===== config.mk =====
export PLATFORM = sky130hd
export DESIGN_NAME = text_console_char_writer_flat
export DESIGN_NICKNAME = d
export VERILOG_FILES = /design/src/hdl/tcw_pkg.sv /design/src/hdl/tcw_if.sv /design/src/hdl/tcw_seq.sv /design/src/hdl/text_console_char_writer.sv /design/src/flat_wrapper.sv
export SDC_FILE = /design/constraint.sdc
export NUM_CORES = 1
export LEC_CHECK = 0
export BUFFER_PORTS_ARGS = -buffer_cell sky130_fd_sc_hd__buf_2
export CAP_MARGIN = 20
export CORE_ASPECT_RATIO = 1.25
export CORE_UTILIZATION = 60
export DETAILED_ROUTE_END_ITERATION = 8
export PLACE_DENSITY_LB_ADDON = 0.08
export SLEW_MARGIN = 15
export SYNTH_ARGS = -nofsm -noshare
export SYNTH_HDL_FRONTEND = slang
export SYNTH_SLANG_ARGS = --single-unit

===== constraint.sdc =====
create_clock -name clock -period 3.7 [get_ports clock]
set_input_delay 0.185 -clock clock [delete_from_list [all_inputs] [get_ports clock]]
set_output_delay 0.185 -clock clock [all_outputs]
set_load 0.1 [all_outputs]

===== src/hdl/tcw_pkg.sv =====
`timescale 1ns / 1ps
`default_nettype none
// ----------------------------------------------------------------------------
// tcw_pkg - text console writer package
// Shared constants, microcode fields and the control program.
// ----------------------------------------------------------------------------
package tcw_pkg;

   localparam int COLUMNS_DEF = 80;
   localparam int ROWS_DEF    = 25;

   localparam logic [15:0] BLANK_CELL   = 16'h0020;
   localparam logic [7:0]  NEWLINE_CODE = 8'd10;

   typedef enum logic [3:0] {
      ACT_NONE,
      ACT_PUT,
      ACT_NEWLINE,
      ACT_SCROLL_INIT,
      ACT_COPY_RD,
      ACT_COPY_WR,
      ACT_BOTTOM_INIT,
      ACT_BLANK,
      ACT_RESPOND,
      ACT_CLEAR_INIT
   } act_type;

   typedef enum logic [2:0] {
      BR_NEXT,
      BR_GOTO,
      BR_WAIT_REQ,
      BR_IF_WRAP,
      BR_LOOP,
      BR_WAIT_RSP
   } br_type;

   typedef logic [3:0] step_type;

   localparam step_type ST_IDLE        = 4'd0;
   localparam step_type ST_PUT         = 4'd1;
   localparam step_type ST_NEWLINE     = 4'd2;
   localparam step_type ST_SCROLL      = 4'd3;
   localparam step_type ST_COPY_RD     = 4'd4;
   localparam step_type ST_COPY_WR     = 4'd5;
   localparam step_type ST_BOTTOM      = 4'd6;
   localparam step_type ST_BLANK       = 4'd7;
   localparam step_type ST_RESPOND     = 4'd8;
   localparam step_type ST_CLEAR       = 4'd9;

   typedef struct packed {
      act_type  act;
      br_type   br;
      step_type target;
   } ucode_type;

   typedef struct packed {
      logic req_fire;
      logic req_clear;
      logic req_newline;
      logic wrap;
      logic idx_last;
      logic rsp_busy;
      logic boot;
   } seq_status_type;

   function automatic ucode_type ucode_rom(input step_type step);
      ucode_type cw;
      case (step)
         ST_IDLE:    cw = '{act: ACT_NONE,        br: BR_WAIT_REQ, target: ST_IDLE};
         ST_PUT:     cw = '{act: ACT_PUT,         br: BR_IF_WRAP,  target: ST_RESPOND};
         ST_NEWLINE: cw = '{act: ACT_NEWLINE,     br: BR_IF_WRAP,  target: ST_RESPOND};
         ST_SCROLL:  cw = '{act: ACT_SCROLL_INIT, br: BR_NEXT,     target: ST_IDLE};
         ST_COPY_RD: cw = '{act: ACT_COPY_RD,     br: BR_NEXT,     target: ST_IDLE};
         ST_COPY_WR: cw = '{act: ACT_COPY_WR,     br: BR_LOOP,     target: ST_COPY_RD};
         ST_BOTTOM:  cw = '{act: ACT_BOTTOM_INIT, br: BR_NEXT,     target: ST_IDLE};
         ST_BLANK:   cw = '{act: ACT_BLANK,       br: BR_LOOP,     target: ST_BLANK};
         ST_RESPOND: cw = '{act: ACT_RESPOND,     br: BR_WAIT_RSP, target: ST_IDLE};
         ST_CLEAR:   cw = '{act: ACT_CLEAR_INIT,  br: BR_GOTO,     target: ST_BLANK};
         default:    cw = '{act: ACT_NONE,        br: BR_GOTO,     target: ST_IDLE};
      endcase
      return cw;
   endfunction

endpackage
`default_nettype wire


===== src/hdl/tcw_if.sv =====
`timescale 1ns / 1ps
`default_nettype none
// ----------------------------------------------------------------------------
// tcw_if - request and response channels
// Valid/ready channels for console requests and cursor responses.
// ----------------------------------------------------------------------------
interface tcw_req_if;
   logic       valid;
   logic       ready;
   logic       func;
   logic [7:0] char_code;
   logic [7:0] attribute;

   modport source (output valid, output func, output char_code, output attribute,
                   input ready);
   modport sink   (input valid, input func, input char_code, input attribute,
                   output ready);
endinterface

interface tcw_rsp_if;
   logic        valid;
   logic        ready;
   logic [10:0] cursor_pos;
   logic        scrolled;

   modport source (output valid, output cursor_pos, output scrolled, input ready);
   modport sink   (input valid, input cursor_pos, input scrolled, output ready);
endinterface
`default_nettype wire


===== src/hdl/tcw_seq.sv =====
`timescale 1ns / 1ps
`default_nettype none
// ----------------------------------------------------------------------------
// tcw_seq - microcode sequencer
// Step counter over the control program with conditional jumps.
// ----------------------------------------------------------------------------
module tcw_seq (
   input  wire logic                    clock,
   input  wire logic                    reset,
   input  wire tcw_pkg::seq_status_type status,
   output tcw_pkg::ucode_type           cw
);

   tcw_pkg::step_type step_ff;
   tcw_pkg::step_type step_in;

   assign cw = tcw_pkg::ucode_rom(step_ff);

   always_comb begin
      step_in = step_ff;
      case (cw.br)
         tcw_pkg::BR_NEXT: step_in = tcw_pkg::step_type'(step_ff + 4'd1);
         tcw_pkg::BR_GOTO: step_in = cw.target;
         tcw_pkg::BR_WAIT_REQ: begin
            if (status.req_fire) begin
               if (status.req_clear)
                  step_in = tcw_pkg::ST_CLEAR;
               else if (status.req_newline)
                  step_in = tcw_pkg::ST_NEWLINE;
               else
                  step_in = tcw_pkg::ST_PUT;
            end
         end
         tcw_pkg::BR_IF_WRAP: step_in = status.wrap ? tcw_pkg::ST_SCROLL : cw.target;
         tcw_pkg::BR_LOOP: begin
            step_in = status.idx_last ? tcw_pkg::step_type'(step_ff + 4'd1) : cw.target;
         end
         tcw_pkg::BR_WAIT_RSP: begin
            if (status.boot || !status.rsp_busy)
               step_in = cw.target;
         end
         default: step_in = tcw_pkg::ST_IDLE;
      endcase
   end

   // reset starts at the clear routine so the screen store is blanked
   always_ff @(posedge clock) begin
      if (reset)
         step_ff <= tcw_pkg::ST_CLEAR;
      else
         step_ff <= step_in;
   end

   a_step_range: assert property (@(posedge clock) disable iff (reset)
      step_ff <= tcw_pkg::ST_CLEAR)
      else $error("sequencer step out of program");

   a_dispatch: assert property (@(posedge clock) disable iff (reset)
      (cw.br == tcw_pkg::BR_WAIT_REQ && status.req_fire) |=> step_ff != tcw_pkg::ST_IDLE)
      else $error("accepted request not dispatched");

   a_loop_exit: assert property (@(posedge clock) disable iff (reset)
      (step_ff == tcw_pkg::ST_BLANK && status.idx_last) |=> step_ff == tcw_pkg::ST_RESPOND)
      else $error("blank loop did not exit to respond");

endmodule
`default_nettype wire


===== src/hdl/text_console_char_writer.sv =====
`timescale 1ns / 1ps
`default_nettype none
// ----------------------------------------------------------------------------
// text_console_char_writer - text console character writer
// Screen store with cursor; put, newline, scroll and clear run as microcode.
// ----------------------------------------------------------------------------
// channel   dir  fields                            accepted when
// req_chan  in   func, char_code, attribute        valid && ready
// rsp_chan  out  cursor_pos, scrolled              valid && ready
//
// Put or newline without scroll: accept, update and respond steps.
// Scroll adds a copy loop of one read and one write per cell over the single
// memory port pair, then blanks the bottom row.
// Clear blanks every cell, then responds. After reset a blanking pass runs
// before the first request is taken.
// Response register holds a result; the next response step stalls until taken.
// ----------------------------------------------------------------------------
module text_console_char_writer #(
   parameter int COLUMNS = tcw_pkg::COLUMNS_DEF,
   parameter int ROWS    = tcw_pkg::ROWS_DEF
) (
   input wire logic clock,
   input wire logic reset,
   tcw_req_if.sink   req_chan,
   tcw_rsp_if.source rsp_chan
);

   localparam int CELLS = COLUMNS * ROWS;
   localparam int CW    = $clog2(CELLS);
   localparam int COLW  = $clog2(COLUMNS);
   localparam int ROWW  = $clog2(ROWS);

   localparam logic [CW-1:0]   CELLS_LAST   = CW'(CELLS - 1);
   localparam logic [CW-1:0]   COPY_LAST    = CW'(CELLS - COLUMNS - 1);
   localparam logic [CW-1:0]   BOTTOM_START = CW'(CELLS - COLUMNS);
   localparam logic [CW-1:0]   ROW_STEP     = CW'(COLUMNS);
   localparam logic [COLW-1:0] COL_LAST     = COLW'(COLUMNS - 1);
   localparam logic [ROWW-1:0] ROW_LAST     = ROWW'(ROWS - 1);

   tcw_pkg::ucode_type      cw;
   tcw_pkg::seq_status_type status;

   logic [15:0]     mem [CELLS];
   logic [15:0]     rd_data_ff;
   logic            mem_rd_en;
   logic [CW-1:0]   mem_rd_addr;
   logic            mem_wr_en;
   logic [CW-1:0]   mem_wr_addr;
   logic [15:0]     mem_wr_data;

   logic [CW-1:0]   cursor_ff, cursor_in;
   logic [COLW-1:0] col_ff, col_in;
   logic [ROWW-1:0] row_ff, row_in;
   logic [CW-1:0]   idx_ff, idx_in;
   logic            scrolled_ff, scrolled_in;
   logic            boot_ff, boot_in;
   logic [7:0]      char_ff, char_in;
   logic [7:0]      attr_ff, attr_in;
   logic            rsp_valid_ff, rsp_valid_in;
   logic [10:0]     rsp_cursor_ff, rsp_cursor_in;
   logic            rsp_scrolled_ff, rsp_scrolled_in;

   logic req_fire;
   logic rsp_busy;

   tcw_seq u_seq (
      .clock  (clock),
      .reset  (reset),
      .status (status),
      .cw     (cw)
   );

   assign req_chan.ready      = (cw.br == tcw_pkg::BR_WAIT_REQ);
   assign req_fire            = req_chan.valid && req_chan.ready;
   assign rsp_busy            = rsp_valid_ff && !rsp_chan.ready;
   assign rsp_chan.valid      = rsp_valid_ff;
   assign rsp_chan.cursor_pos = rsp_cursor_ff;
   assign rsp_chan.scrolled   = rsp_scrolled_ff;

   always_comb begin
      status.req_fire    = req_fire;
      status.req_clear   = req_chan.func;
      status.req_newline = (req_chan.char_code == tcw_pkg::NEWLINE_CODE);
      status.wrap        = (row_ff == ROW_LAST) &&
                           ((cw.act != tcw_pkg::ACT_PUT) || (col_ff == COL_LAST));
      status.idx_last    = (cw.act == tcw_pkg::ACT_COPY_WR) ? (idx_ff == COPY_LAST)
                                                            : (idx_ff == CELLS_LAST);
      status.rsp_busy    = rsp_busy;
      status.boot        = boot_ff;
   end

   always_comb begin
      cursor_in       = cursor_ff;
      col_in          = col_ff;
      row_in          = row_ff;
      idx_in          = idx_ff;
      scrolled_in     = scrolled_ff;
      boot_in         = boot_ff;
      char_in         = char_ff;
      attr_in         = attr_ff;
      rsp_valid_in    = rsp_valid_ff && !rsp_chan.ready;
      rsp_cursor_in   = rsp_cursor_ff;
      rsp_scrolled_in = rsp_scrolled_ff;
      mem_rd_en       = 1'b0;
      mem_rd_addr     = CW'(idx_ff + ROW_STEP);
      mem_wr_en       = 1'b0;
      mem_wr_addr     = idx_ff;
      mem_wr_data     = tcw_pkg::BLANK_CELL;

      case (cw.act)
         tcw_pkg::ACT_NONE: begin
            if (req_fire) begin
               char_in     = req_chan.char_code;
               attr_in     = req_chan.attribute;
               scrolled_in = 1'b0;
            end
         end
         tcw_pkg::ACT_PUT: begin
            mem_wr_en   = 1'b1;
            mem_wr_addr = cursor_ff;
            mem_wr_data = {attr_ff, char_ff};
            if (col_ff == COL_LAST) begin
               if (row_ff != ROW_LAST) begin
                  col_in    = '0;
                  row_in    = row_ff + 1'b1;
                  cursor_in = cursor_ff + 1'b1;
               end
            end else begin
               col_in    = col_ff + 1'b1;
               cursor_in = cursor_ff + 1'b1;
            end
         end
         tcw_pkg::ACT_NEWLINE: begin
            if (row_ff != ROW_LAST) begin
               col_in    = '0;
               row_in    = row_ff + 1'b1;
               cursor_in = CW'(cursor_ff - CW'(col_ff) + ROW_STEP);
            end
         end
         tcw_pkg::ACT_SCROLL_INIT: begin
            idx_in      = '0;
            scrolled_in = 1'b1;
         end
         tcw_pkg::ACT_COPY_RD: begin
            mem_rd_en = 1'b1;
         end
         tcw_pkg::ACT_COPY_WR: begin
            mem_wr_en   = 1'b1;
            mem_wr_data = rd_data_ff;
            idx_in      = idx_ff + 1'b1;
         end
         tcw_pkg::ACT_BOTTOM_INIT: begin
            idx_in    = BOTTOM_START;
            cursor_in = BOTTOM_START;
            row_in    = ROW_LAST;
            col_in    = '0;
         end
         tcw_pkg::ACT_BLANK: begin
            mem_wr_en = 1'b1;
            idx_in    = idx_ff + 1'b1;
         end
         tcw_pkg::ACT_RESPOND: begin
            if (boot_ff) begin
               boot_in = 1'b0;
            end else if (!rsp_busy) begin
               rsp_valid_in    = 1'b1;
               rsp_cursor_in   = 11'(cursor_ff);
               rsp_scrolled_in = scrolled_ff;
            end
         end
         tcw_pkg::ACT_CLEAR_INIT: begin
            idx_in      = '0;
            cursor_in   = '0;
            col_in      = '0;
            row_in      = '0;
            scrolled_in = 1'b0;
         end
         default: ;
      endcase
   end

   always_ff @(posedge clock) begin
      if (mem_wr_en)
         mem[mem_wr_addr] <= mem_wr_data;
      if (mem_rd_en)
         rd_data_ff <= mem[mem_rd_addr];
   end

   always_ff @(posedge clock) begin
      if (reset) begin
         cursor_ff    <= '0;
         col_ff       <= '0;
         row_ff       <= '0;
         scrolled_ff  <= 1'b0;
         boot_ff      <= 1'b1;
         rsp_valid_ff <= 1'b0;
      end else begin
         cursor_ff    <= cursor_in;
         col_ff       <= col_in;
         row_ff       <= row_in;
         scrolled_ff  <= scrolled_in;
         boot_ff      <= boot_in;
         rsp_valid_ff <= rsp_valid_in;
      end
   end

   always_ff @(posedge clock) begin
      idx_ff          <= idx_in;
      char_ff         <= char_in;
      attr_ff         <= attr_in;
      rsp_cursor_ff   <= rsp_cursor_in;
      rsp_scrolled_ff <= rsp_scrolled_in;
   end

   a_cursor_range: assert property (@(posedge clock) disable iff (reset)
      cursor_ff <= CELLS_LAST)
      else $error("cursor beyond last cell");

   a_cursor_rowcol: assert property (@(posedge clock) disable iff (reset)
      32'(cursor_ff) == 32'(row_ff) * 32'(COLUMNS) + 32'(col_ff))
      else $error("cursor out of step with row and column");

   a_rsp_from_respond: assert property (@(posedge clock) disable iff (reset)
      (!rsp_valid_ff || rsp_chan.ready) ##1 rsp_valid_ff
      |-> $past(cw.act == tcw_pkg::ACT_RESPOND) && !$past(boot_ff))
      else $error("response raised outside respond step");

   a_put_writes: assert property (@(posedge clock) disable iff (reset)
      (req_fire && !req_chan.func && req_chan.char_code != tcw_pkg::NEWLINE_CODE)
      |=> mem_wr_en && mem_wr_addr == cursor_ff)
      else $error("put request did not write at cursor");

endmodule
`default_nettype wire


===== src/flat_wrapper.sv =====
// flat-port wrapper written by rule: the top's interface ports become plain ports
module text_console_char_writer_flat 
#(
   parameter int COLUMNS = tcw_pkg::COLUMNS_DEF,
   parameter int ROWS    = tcw_pkg::ROWS_DEF
)
  (clock, reset, req_chan_valid, req_chan_func, req_chan_char_code, req_chan_attribute, req_chan_ready, rsp_chan_valid, rsp_chan_cursor_pos, rsp_chan_scrolled, rsp_chan_ready);
  tcw_req_if req_chan_i ();
  tcw_rsp_if rsp_chan_i ();
  input wire logic clock;
  input wire logic reset;
  input wire logic [$bits(req_chan_i.valid)-1:0] req_chan_valid;
  input wire logic [$bits(req_chan_i.func)-1:0] req_chan_func;
  input wire logic [$bits(req_chan_i.char_code)-1:0] req_chan_char_code;
  input wire logic [$bits(req_chan_i.attribute)-1:0] req_chan_attribute;
  output wire logic [$bits(req_chan_i.ready)-1:0] req_chan_ready;
  output wire logic [$bits(rsp_chan_i.valid)-1:0] rsp_chan_valid;
  output wire logic [$bits(rsp_chan_i.cursor_pos)-1:0] rsp_chan_cursor_pos;
  output wire logic [$bits(rsp_chan_i.scrolled)-1:0] rsp_chan_scrolled;
  input wire logic [$bits(rsp_chan_i.ready)-1:0] rsp_chan_ready;
  assign req_chan_i.valid = req_chan_valid;
  assign req_chan_i.func = req_chan_func;
  assign req_chan_i.char_code = req_chan_char_code;
  assign req_chan_i.attribute = req_chan_attribute;
  assign req_chan_ready = req_chan_i.ready;
  assign rsp_chan_valid = rsp_chan_i.valid;
  assign rsp_chan_cursor_pos = rsp_chan_i.cursor_pos;
  assign rsp_chan_scrolled = rsp_chan_i.scrolled;
  assign rsp_chan_i.ready = rsp_chan_ready;
  text_console_char_writer #(.COLUMNS(COLUMNS), .ROWS(ROWS)) u_core (.clock(clock), .reset(reset), .req_chan(req_chan_i), .rsp_chan(rsp_chan_i));
endmodule

# == After elaboration in Yosys (flattened, before gate mapping) ==
# Memory sizes are Yosys's and may differ from the RTL's. A register that Yosys moved wholly into a read port is not among the register bits.
# Index checks and enable logic that the tools add are counted.
# classes
order_cmp,0
n_mux,25
shifts,0
addsub,7
n_reduce_logical,21
multipliers,0
n_bitwise,2
n_eq_ne,26
div,0
# ops
operator,n
case mux 11 bit (4 select lines),1
2-to-1 mux 11 bit,3
case mux 11 bit (3 select lines),1
2-to-1 mux 4 bit,7
case mux 4 bit (6 select lines),1
"adder 11 x 1 -> 11 bit, second input constant",2
"== test 11 bit, second input constant",2
case mux 7 bit (3 select lines),1
case mux 5 bit (4 select lines),1
2-to-1 mux 7 bit,2
"== test 4 x 3 -> 1 bit, second input constant",3
"adder 11 x 7 -> 11 bit, second input constant",1
subtractor 11 x 7 -> 11 bit,1
2-to-1 mux 5 bit,2
nonzero test 3 bit,3
"== test 4 x 2 -> 1 bit, second input constant",2
"== test 4 bit, second input constant",2
"== test 8 x 4 -> 1 bit, second input constant",1
"adder 7 x 1 -> 7 bit, second input constant",1
"== test 7 bit, second input constant",1
"== test 3 x 2 -> 1 bit, second input constant",2
"== test 3 bit, second input constant",2
"inequality test 2 x 1 -> 1 bit, second input constant",3
AND reduction 2 bit,3
other kinds (21),33
# totals
elab_cells,92
out_inout_bits,14
latch_bits,0
reg_bits,53
in_bits,21
mem_bits_ro,176
mem_count,1
mem_bits_rw,0
# memory_table
name,words,width,rd,rd_clocked_by_memory_dff,write_ports,line_no,source
(no name shown),16,11,1,1,0,tcw_pkg.sv:68,case (step)

# == Depth between registers and ports, before layout ==
# Gate-level depths: netlist of the first run.
# logic_depth
ltp_word,8
depth_mapped,13
depth_no_buf,13

# == Modules after synthesis ==
# Synthesis of the first run repeated with hierarchy kept, for this count alone.
# hier_totals
hier_cells,425
area_unflattened_um2,4027.6
# modules_own_cells
module,seq_area_each_um2,n_inst,area_per_inst_um2,cells_per_inst
text_console_char_writer,1211.2,1,3208.1,342
tcw_seq,280.3,1,819.5,83

# == Worst setup path before layout of the first run ==
# OpenSTA, ideal clock, no wires.
# synth_timing
path_type,register to register
from,register u_core.u_seq.cw[4] (netlist name)
to,register u_core.u_seq.cw[1] (netlist name)
setup_ps,114
setup_slack_ps,643
path_buffers,0
period_less_slack_ps,3057
required_time_ps,3586
path_stages_with_launch,11
arrival_ps,2942
path_cell_list,dfxtp_1 -> inv_1 -> nand2_1 -> nor2_1 -> nand2_1 -> o2111a_1 -> nor2_1 -> inv_1 -> ha_1 -> o211ai_2 -> a21bo_1
# synth_via
elab_chain_cells,6
word_cells_on_any_way,13
classes_between,eq/ne (7); mux (3); reduce/logical (3)
# synth_lines
element,line_no,source
== test 3 x 2 -> 1 bit (*),text_console_char_writer.sv:73,assign req_chan.ready = (cw.br == tcw_pkg::BR_WAIT_REQ);
net req_chan_ready,flat_wrapper.sv:16,output wire logic [$bits(req_chan_i.ready)-1:0] req_chan_ready;
logical AND 1 bit,text_console_char_writer.sv:74,assign req_fire = req_chan.valid && req_chan.ready;
inequality test 2 bit (no source line),-,
AND reduction 2 bit (no source line),-,
2-to-1 mux 4 bit (no source line) (*) (2 in a row),-,
# Mark *: on every way through the listed nets, which the timed path passes. The rest lies on a longest branch.
# A chain may end at the register's enable or synchronous reset.

# == Final worst setup path of the first run ==
# layout_timing
from,register u_core.u_seq.cw[9] (netlist name)
to,register u_core.u_seq.cw[1] (netlist name)
# layout_via
elab_chain_cells,7
word_cells_on_any_way,10
classes_between,eq/ne (2); mux (6); reduce/logical (2)
# layout_lines
element,line_no,source
inequality test 4 x 1 -> 1 bit,text_console_char_writer.sv:85,((cw.act != tcw_pkg::ACT_PUT) || (col_ff == COL_LAST));
logical OR 1 bit,text_console_char_writer.sv:85,
logical AND 1 bit,text_console_char_writer.sv:84,status.wrap = (row_ff == ROW_LAST) &&
2-to-1 mux 4 bit,tcw_seq.sv:34,tcw_pkg::BR_IF_WRAP: step_in = status.wrap ? tcw_pkg::ST_SCROLL : cw.target;
case mux 4 bit (6 select lines) (*),tcw_seq.sv:21,case (cw.br)
2-to-1 mux 4 bit (no source line) (*) (2 in a row),-,
# Mark *: on every way between the ends. The rest lies on a longest branch, timed or not.

==> results by group, run 1 <==
Synthesis
  – Yosys warns: 0
  – Leading cell type by number of instances after synthesis: nor2_1
  – Commonest register cell after synthesis: dfxtp_1
  – Post-synth top cells: nor2_1 (53), dfxtp_1 (40), inv_1 (31), a21oi_1 (27), ha_1 (27)
  – Total of flip-flops plus latches after synthesis: 63
  – Post-synth cell types: 67
  – Dominant cells by area after synthesis: dfxtp_1 (21%), edfxtp_1 (18%), ha_1 (8.8%), nor2_1 (5.2%), a21oi_1 (3.5%)
  – Syn Area/Cell: 8.83 um2
  – Number of flops mapped to enable cells by yosys: 23
  – Net count of the mapped netlist: 484
  – Area leader, netlist: dfxtp_1
  – Sequential-to-total area share from yosys stat: between 30% and 40%
  – Asr flop ratio synth: 0%
  – Area of the mapped netlist: roughly 0.0038 mm2
  – Post-Synthesis Cells: 435
  – Share of the synthesized area in the top cell type: a little over a fifth

Global route
  – Maximum number of pins on one net before global-route repair: 37
  – Initial antenna violation count: 0
  – Most used routing layer in global routing: met2
  – Met3 demand-to-capacity share in global routing: 5.44%
  – Residual overflow from global routing: 0
  – Global-route wire length before repair: 13700 um
  – Vias in the first global route: between 3000 and 4000
  – Routing usage on met2: 44.2%
  – M1 GR Usage: around a third
  – Combined global-route utilization of all metal layers: about a quarter

Clocking
  – CTS tree: done
  – Worst-skew pair later-pin latency: ~0.34 ns
  – Clock-pin transition on the worst setup and hold timing paths: 0.07 ns
  – Resize count post-CTS: 0
  – H-Tree Level Count: 3
  – Post CTS Setup Buffer Count: 0
  – Hold buffer count at CTS: 0
  – CTS root buffer: clkbuf_8
  – Number of sinks handled by clock tree synthesis: 63
  – Clk buf depth: 2
  – Cts bufs inserted: 9

Final layout
  – Number of standard cells in the layout, taps in and fillers out: ~550
  – Post-layout net count: approximately 500
  – Antenna cell count: 0
  – Proportion of layout cells with a drive suffix above 1: between 10% and 20%
  – Final instance area: 0.00423 mm2
  – Synthesis-to-finish area growth: 10.0%

Critical path
  – Kind of critical path: reg -> reg
  – Required time of the critical path: 3.93 ns
  – Type of destination of the critical path: flop
  – Startpoint kind of the worst setup timing path: flop
  – Worst EP arrival: 3.31 ns
  – R2r worst-path depth: 10
  – Max FO, Critical Path: 15

Run
  – Number of max-cap violations: 0

Routing
  – Wire length per cell after detailed routing: approximately 15 um
  – Post-route DRC violation count: 0
  – First DRT Iteration DRCs: 262
  – Drt total wl: between 8000 and 9000 um
  – Number of iterations in the first detailed-routing pass: 6
  – Antenna violation net count after detailed routing: 0
  – Drt via density: roughly 5.9
  – Count of vias placed by the detailed router: around 3200

Timing
  – Highest Clock Rate: between 0.3 and 0.4 GHz
  – Number of slew-limit violations in the final report: 0
  – Total count of hold-check failures in the final report: 0
  – Sum Neg Setup Slack: 0 ns
  – Final critical-path required period: 3.08 ns
  – Slew at the pin with the worst max-slew slack: 0.757 ns
  – Unrepaired setup endpoints after global routing: false
  – Total of endpoints with negative setup slack in the final report: 0
  – Setup clock skew after layout: 0.00898 ns
  – Worst-case headroom to the max-slew limit: between 40 and 50%
  – Final worst-path cycle share: between 80% and 90%

Place
  – Global placer's final weighted congestion: approximately 0.87
  – Instance count after placement with tap cells included: between 500 and 600
  – Estimated wirelength of the detail-placed design: 5760 um
  – Cell area after placement: 0.00403 mm2
  – Count of port buffers added during placement: 26

Outcome
  – Status: complete, no violations

Floorplanning
  – Die ar.: 0.00673 mm2
  – Floorplan core area: slightly above 0.006 mm2
  – DIE WIDTH: 73.6 um
  – Number of top-level pins: 35
  – Starting Density: 62.3%
  – Placement Rows: 32
  – Height of the die: 91.5 um

Worst hold path
  – Worst hold path depth: 3
  – Tightest Hold Check Type: in -> reg

Power
  – Leakage dissipation: 1.65 nW
  – P per Cell Area: 700 mW/mm2
  – Maximum ir drop on the vdd rail: 0.366 mV
==> logic make-up after synthesis <==
kind of cell	count (synthesis)	synth area share, %
flip-flops	63	38.8
AO/OA/AOI/OAI	108	18.8
AND/OR/NAND/NOR	165	23.0
adder cells (fa/ha/maj)	28	9.32
XOR/XNOR	21	4.79
multiplexers	1	0.261
buffers and inverters	49	4.95
==> final timing paths <==
check,start,to,slack (ns)
max,u_core.u_seq.cw[9]$_SDFF_PP0_,u_core.u_seq.cw[1]$_DFF_P_,0.62
min,rsp_chan_ready,u_core.rsp_chan.valid$_SDFF_PP0_,0.14
max reg2reg,u_core.u_seq.cw[9]$_SDFF_PP0_,u_core.u_seq.cw[1]$_DFF_P_,0.62
min reg2reg,u_core.boot_ff$_SDFFE_PP1P_,u_core.boot_ff$_SDFFE_PP1P_,0.48
==> area by class of cell <==
class / instances / area (um2)
inverters: 32 / 120
well taps: 85 / 106
repair buffers: 30 / 160
fillers: 530 / 1940
flip-flops and latches: 63 / 1490
multi-input cells: 323 / 2160
clock buffers: 9 / 124
clock inverters: 7 / 63.8
==> per-layer routing <==
metal,routed length (um),vias up
met1,3710,1537
met2,4140,64
met4,132,0
met5,0,-
li1,-,1629
met3,247,11
==> metrics by stage <==
step | util (%) | setup slack [ns] | hold slack (ns) | power (mW)
after CTS | 68.4 | 0.648 | 0.124 | 2.96
final | 68.5 | 0.623 | 0.138 | 2.96
after detailed placement | 65.4 | 0.654 | 0.460 | 2.38
after floorplan | - | 0.643 | 0.379 | 2.11
after global routing | 68.5 | 0.434 | 0.122 | 3.18
after global placement | 65.4 | 0.762 | 0.455 | 2.34
==> sequential cells by signal, indices dropped and copies added (netlist names) <==
name / flops
u_core.u_seq.cw: 10
u_core.scrolled_ff: 1
u_core.rsp_chan.cursor_pos: 11
u_core.u_seq.step_ff: 4
u_core.cursor_ff: 11
u_core.boot_ff: 1
u_core.rsp_chan.valid: 1
u_core.col_ff: 7
u_core.idx_ff: 11
u_core.row_ff: 5
u_core.rsp_chan.scrolled: 1
==> report_power, final <==
part	internal (mW)	leakage [nW]	switching, mW
combinational	0.448	1.02	0.815
clock	0.305	0.0924	0.267
sequential	0.919	0.539	0.203
==> worst max-delay path, cell delays in order, from the launching register on <==
cell      delay [ns]
dfxtp_1         0.63
and4bb_1        0.29
mux2i_1         0.35
o22ai_1         0.21
or4_1           0.56
o2111a_1        0.20
nor2_1          0.15
inv_1           0.08
ha_1            0.21
o211ai_2        0.08
a21bo_1         0.22
==> placed cells by master (no fill, tap or decap), types with 5 or more instances in the layout <==
cell type	n
xor2_1	7
a211oi_1	6
o21ai_0	23
nand2_1	25
o32ai_1	5
and3_1	12
ha_1	27
nand2b_1	10
a22oi_1	5
nor2b_1	5
nand3_1	17
dfxtp_1	40
inv_1	31
clkbuf_8	9
xnor2_1	14
a21oi_1	27
o22ai_1	5
buf_2	26
nor3_1	9
nor2_1	53
edfxtp_1	23
No activity file was read; power rests on OpenSTA's default activity.
==> inputs of run 2 (changes only) <==
==> constraint.sdc (replaced) <==
create_clock -name clock -period 3.15 [get_ports clock]
set_input_delay 0.1575 -clock clock [delete_from_list [all_inputs] [get_ports clock]]
set_output_delay 0.1575 -clock clock [all_outputs]
set_load 0.1 [all_outputs]
==> run 2 against run 1 <==
Against the previous run:
- count of clock-buffer cells in the layout stayed put
- maximum frequency is 5.8% higher
- non-clock buffer count is 6 higher
- design area is 1.3% higher
- die area stayed put
- final cell count is 1.1% higher
==> results by group, run 2 (synthesis results as in run 1) <==
Run
  – Number of max-cap violations: 0

Clocking
  – H-Tree Level Count: 3
  – Cts bufs inserted: 9
  – Clk buf depth: 2
  – Worst-skew pair later-pin latency: 0.34 ns
  – CTS tree: done
  – Hold buffer count at CTS: 0
  – Post CTS Setup Buffer Count: 0
  – Number of sinks handled by clock tree synthesis: 63
  – Clock-pin transition on the worst setup and hold timing paths: 0.07 ns
  – CTS root buffer: clkbuf_8
  – Resize count post-CTS: 0

Routing
  – Count of vias placed by the detailed router: 3249
  – Number of iterations in the first detailed-routing pass: 4
  – First DRT Iteration DRCs: 199
  – Post-route DRC violation count: 0
  – Antenna violation net count after detailed routing: 0
  – Wire length per cell after detailed routing: ~15 um
  – Drt total wl: between 8000 and 9000 um
  – Drt via density: a little under 6

Power
  – Maximum ir drop on the vdd rail: around 0.44 mV
  – P per Cell Area: ~830 mW/mm2
  – Leakage dissipation: 1.67 nW
  – Overall power after layout: ~3.5 mW

Floorplanning
  – Placement Rows: 32
  – DIE WIDTH: ~74 um
  – Number of top-level pins: 35
  – Floorplan core area: ~0.0062 mm2
  – Height of the die: 91.5 um
  – Starting Density: approximately 62%
  – Die ar.: 0.00673 mm2

Global route
  – Combined global-route utilization of all metal layers: 26.2%
  – Residual overflow from global routing: 0
  – Initial antenna violation count: 0
  – Vias in the first global route: 3085
  – Maximum number of pins on one net before global-route repair: 37
  – Global-route wire length before repair: ~14000 um

Place
  – Count of port buffers added during placement: 26
  – Instance count after placement with tap cells included: approximately 540
  – Global placer's final weighted congestion: roughly 0.88
  – Estimated wirelength of the detail-placed design: 5730 um
  – Cell area after placement: 0.00408 mm2

Timing
  – Worst-case headroom to the max-slew limit: 52.8%
  – Highest Clock Rate: 0.344 GHz
  – Setup clock skew after layout: 0.00635 ns
  – Number of slew-limit violations in the final report: 0
  – Sum Neg Setup Slack: 0 ns
  – Total count of hold-check failures in the final report: 0
  – Unrepaired setup endpoints after global routing: false
  – Slew at the pin with the worst max-slew slack: 0.708 ns
  – Final worst-path cycle share: roughly 92%
  – Total of endpoints with negative setup slack in the final report: 0
  – Post-Route Hold Slack: about 0.11 ns
  – Final critical-path required period: 2.91 ns

Final layout
  – Proportion of layout cells with a drive suffix above 1: between 10% and 20%
  – Total of fill cells in the finished design: 541
  – Synthesis-to-finish area growth: 11.4%
  – Post-layout net count: 514
  – Antenna cell count: 0
  – Final instance area: between 0.004 and 0.005 mm2
  – Commonest cells after routing, fill and taps aside: nor2_1 (53), dfxtp_1 (40), inv_1 (31), a21oi_1 (27), ha_1 (27)
  – Most common cell after layout, fill and taps aside: nor2_1
  – Number of standard cells in the layout, taps in and fillers out: 555

Worst hold path
  – Tightest Hold Check Type: in -> reg

Critical path
  – Max FO, Critical Path: 11
  – Worst EP arrival: ~3.2 ns
  – Startpoint kind of the worst setup timing path: flop
  – Kind of critical path: reg -> reg
  – Required time of the critical path: ~3.4 ns
  – Type of destination of the critical path: flop

Outcome
  – Status: complete, no violations
[run 2: layout make-up]
| cell class | count | area, um2 | share of cell area (%) |
|---|---|---|---|
| multi-input combinational | 323 | 2160 | 50.5 |
| timing repair buffer | 36 | 205 | 4.80 |
| sequential | 63 | 1490 | 34.9 |
| clock inverter | 7 | 72.6 | 1.70 |
| tap | 85 | 106 | 2.49 |
| clock buffer | 9 | 124 | 2.89 |
| inverter | 32 | 120 | 2.81 |
[run 2: final timing paths]
path	cells past startpoint	to	from	slack (ns)
setup / recovery	10	u_core.u_seq.cw[1]$_DFF_P_	u_core.u_seq.cw[8]$_SDFF_PP0_	0.24
hold / removal	3	u_core.rsp_chan.valid$_SDFF_PP0_	rsp_chan_ready	0.11
setup reg to reg	10	u_core.u_seq.cw[1]$_DFF_P_	u_core.u_seq.cw[8]$_SDFF_PP0_	0.24
hold reg to reg	0	u_core.rsp_chan.scrolled$_DFFE_PP_	u_core.scrolled_ff$_SDFFE_PP0P_	0.47
[run 2: power by group]
group | total (mW) | internal, mW | switching [mW]
registers | 1.26 | 1.08 | 0.179
clock network | 0.699 | 0.365 | 0.334
logic | 1.58 | 0.557 | 1.02
total | 3.54 | 2.00 | 1.54
[run 2: per-stage QoR]
| step | util, % | setup WS (ns) |
|---|---|---|
| floorplan | - | 0.0933 |
| global placement | 66.2 | 0.337 |
| detailed placement | 66.2 | 0.302 |
| CTS | 69.4 | 0.262 |
| global route | 69.4 | 0.0865 |
| finish | 69.4 | 0.243 |
[run 2: layer usage]
layer / global-route usage, % / vias up / part of all wire (%)
met5: 0 / - / 0
met4: 11.1 / 0 / 2.0
met3: 4.44 / 16 / 3.1
met2: 44.9 / 67 / 50
met1: 31.5 / 1525 / 45
li1: - / 1641 / -
[run 2: worst max-delay path: stages, from the launching register on]
cell,delay (ns)
dfxtp_1,0.54
and4bb_1,0.29
mux2i_1,0.26
o22ai_1,0.20
or4_1,0.56
o2111a_1,0.20
nor2_1,0.15
inv_1,0.09
ha_1,0.22
o211ai_2,0.08
a21bo_1,0.22
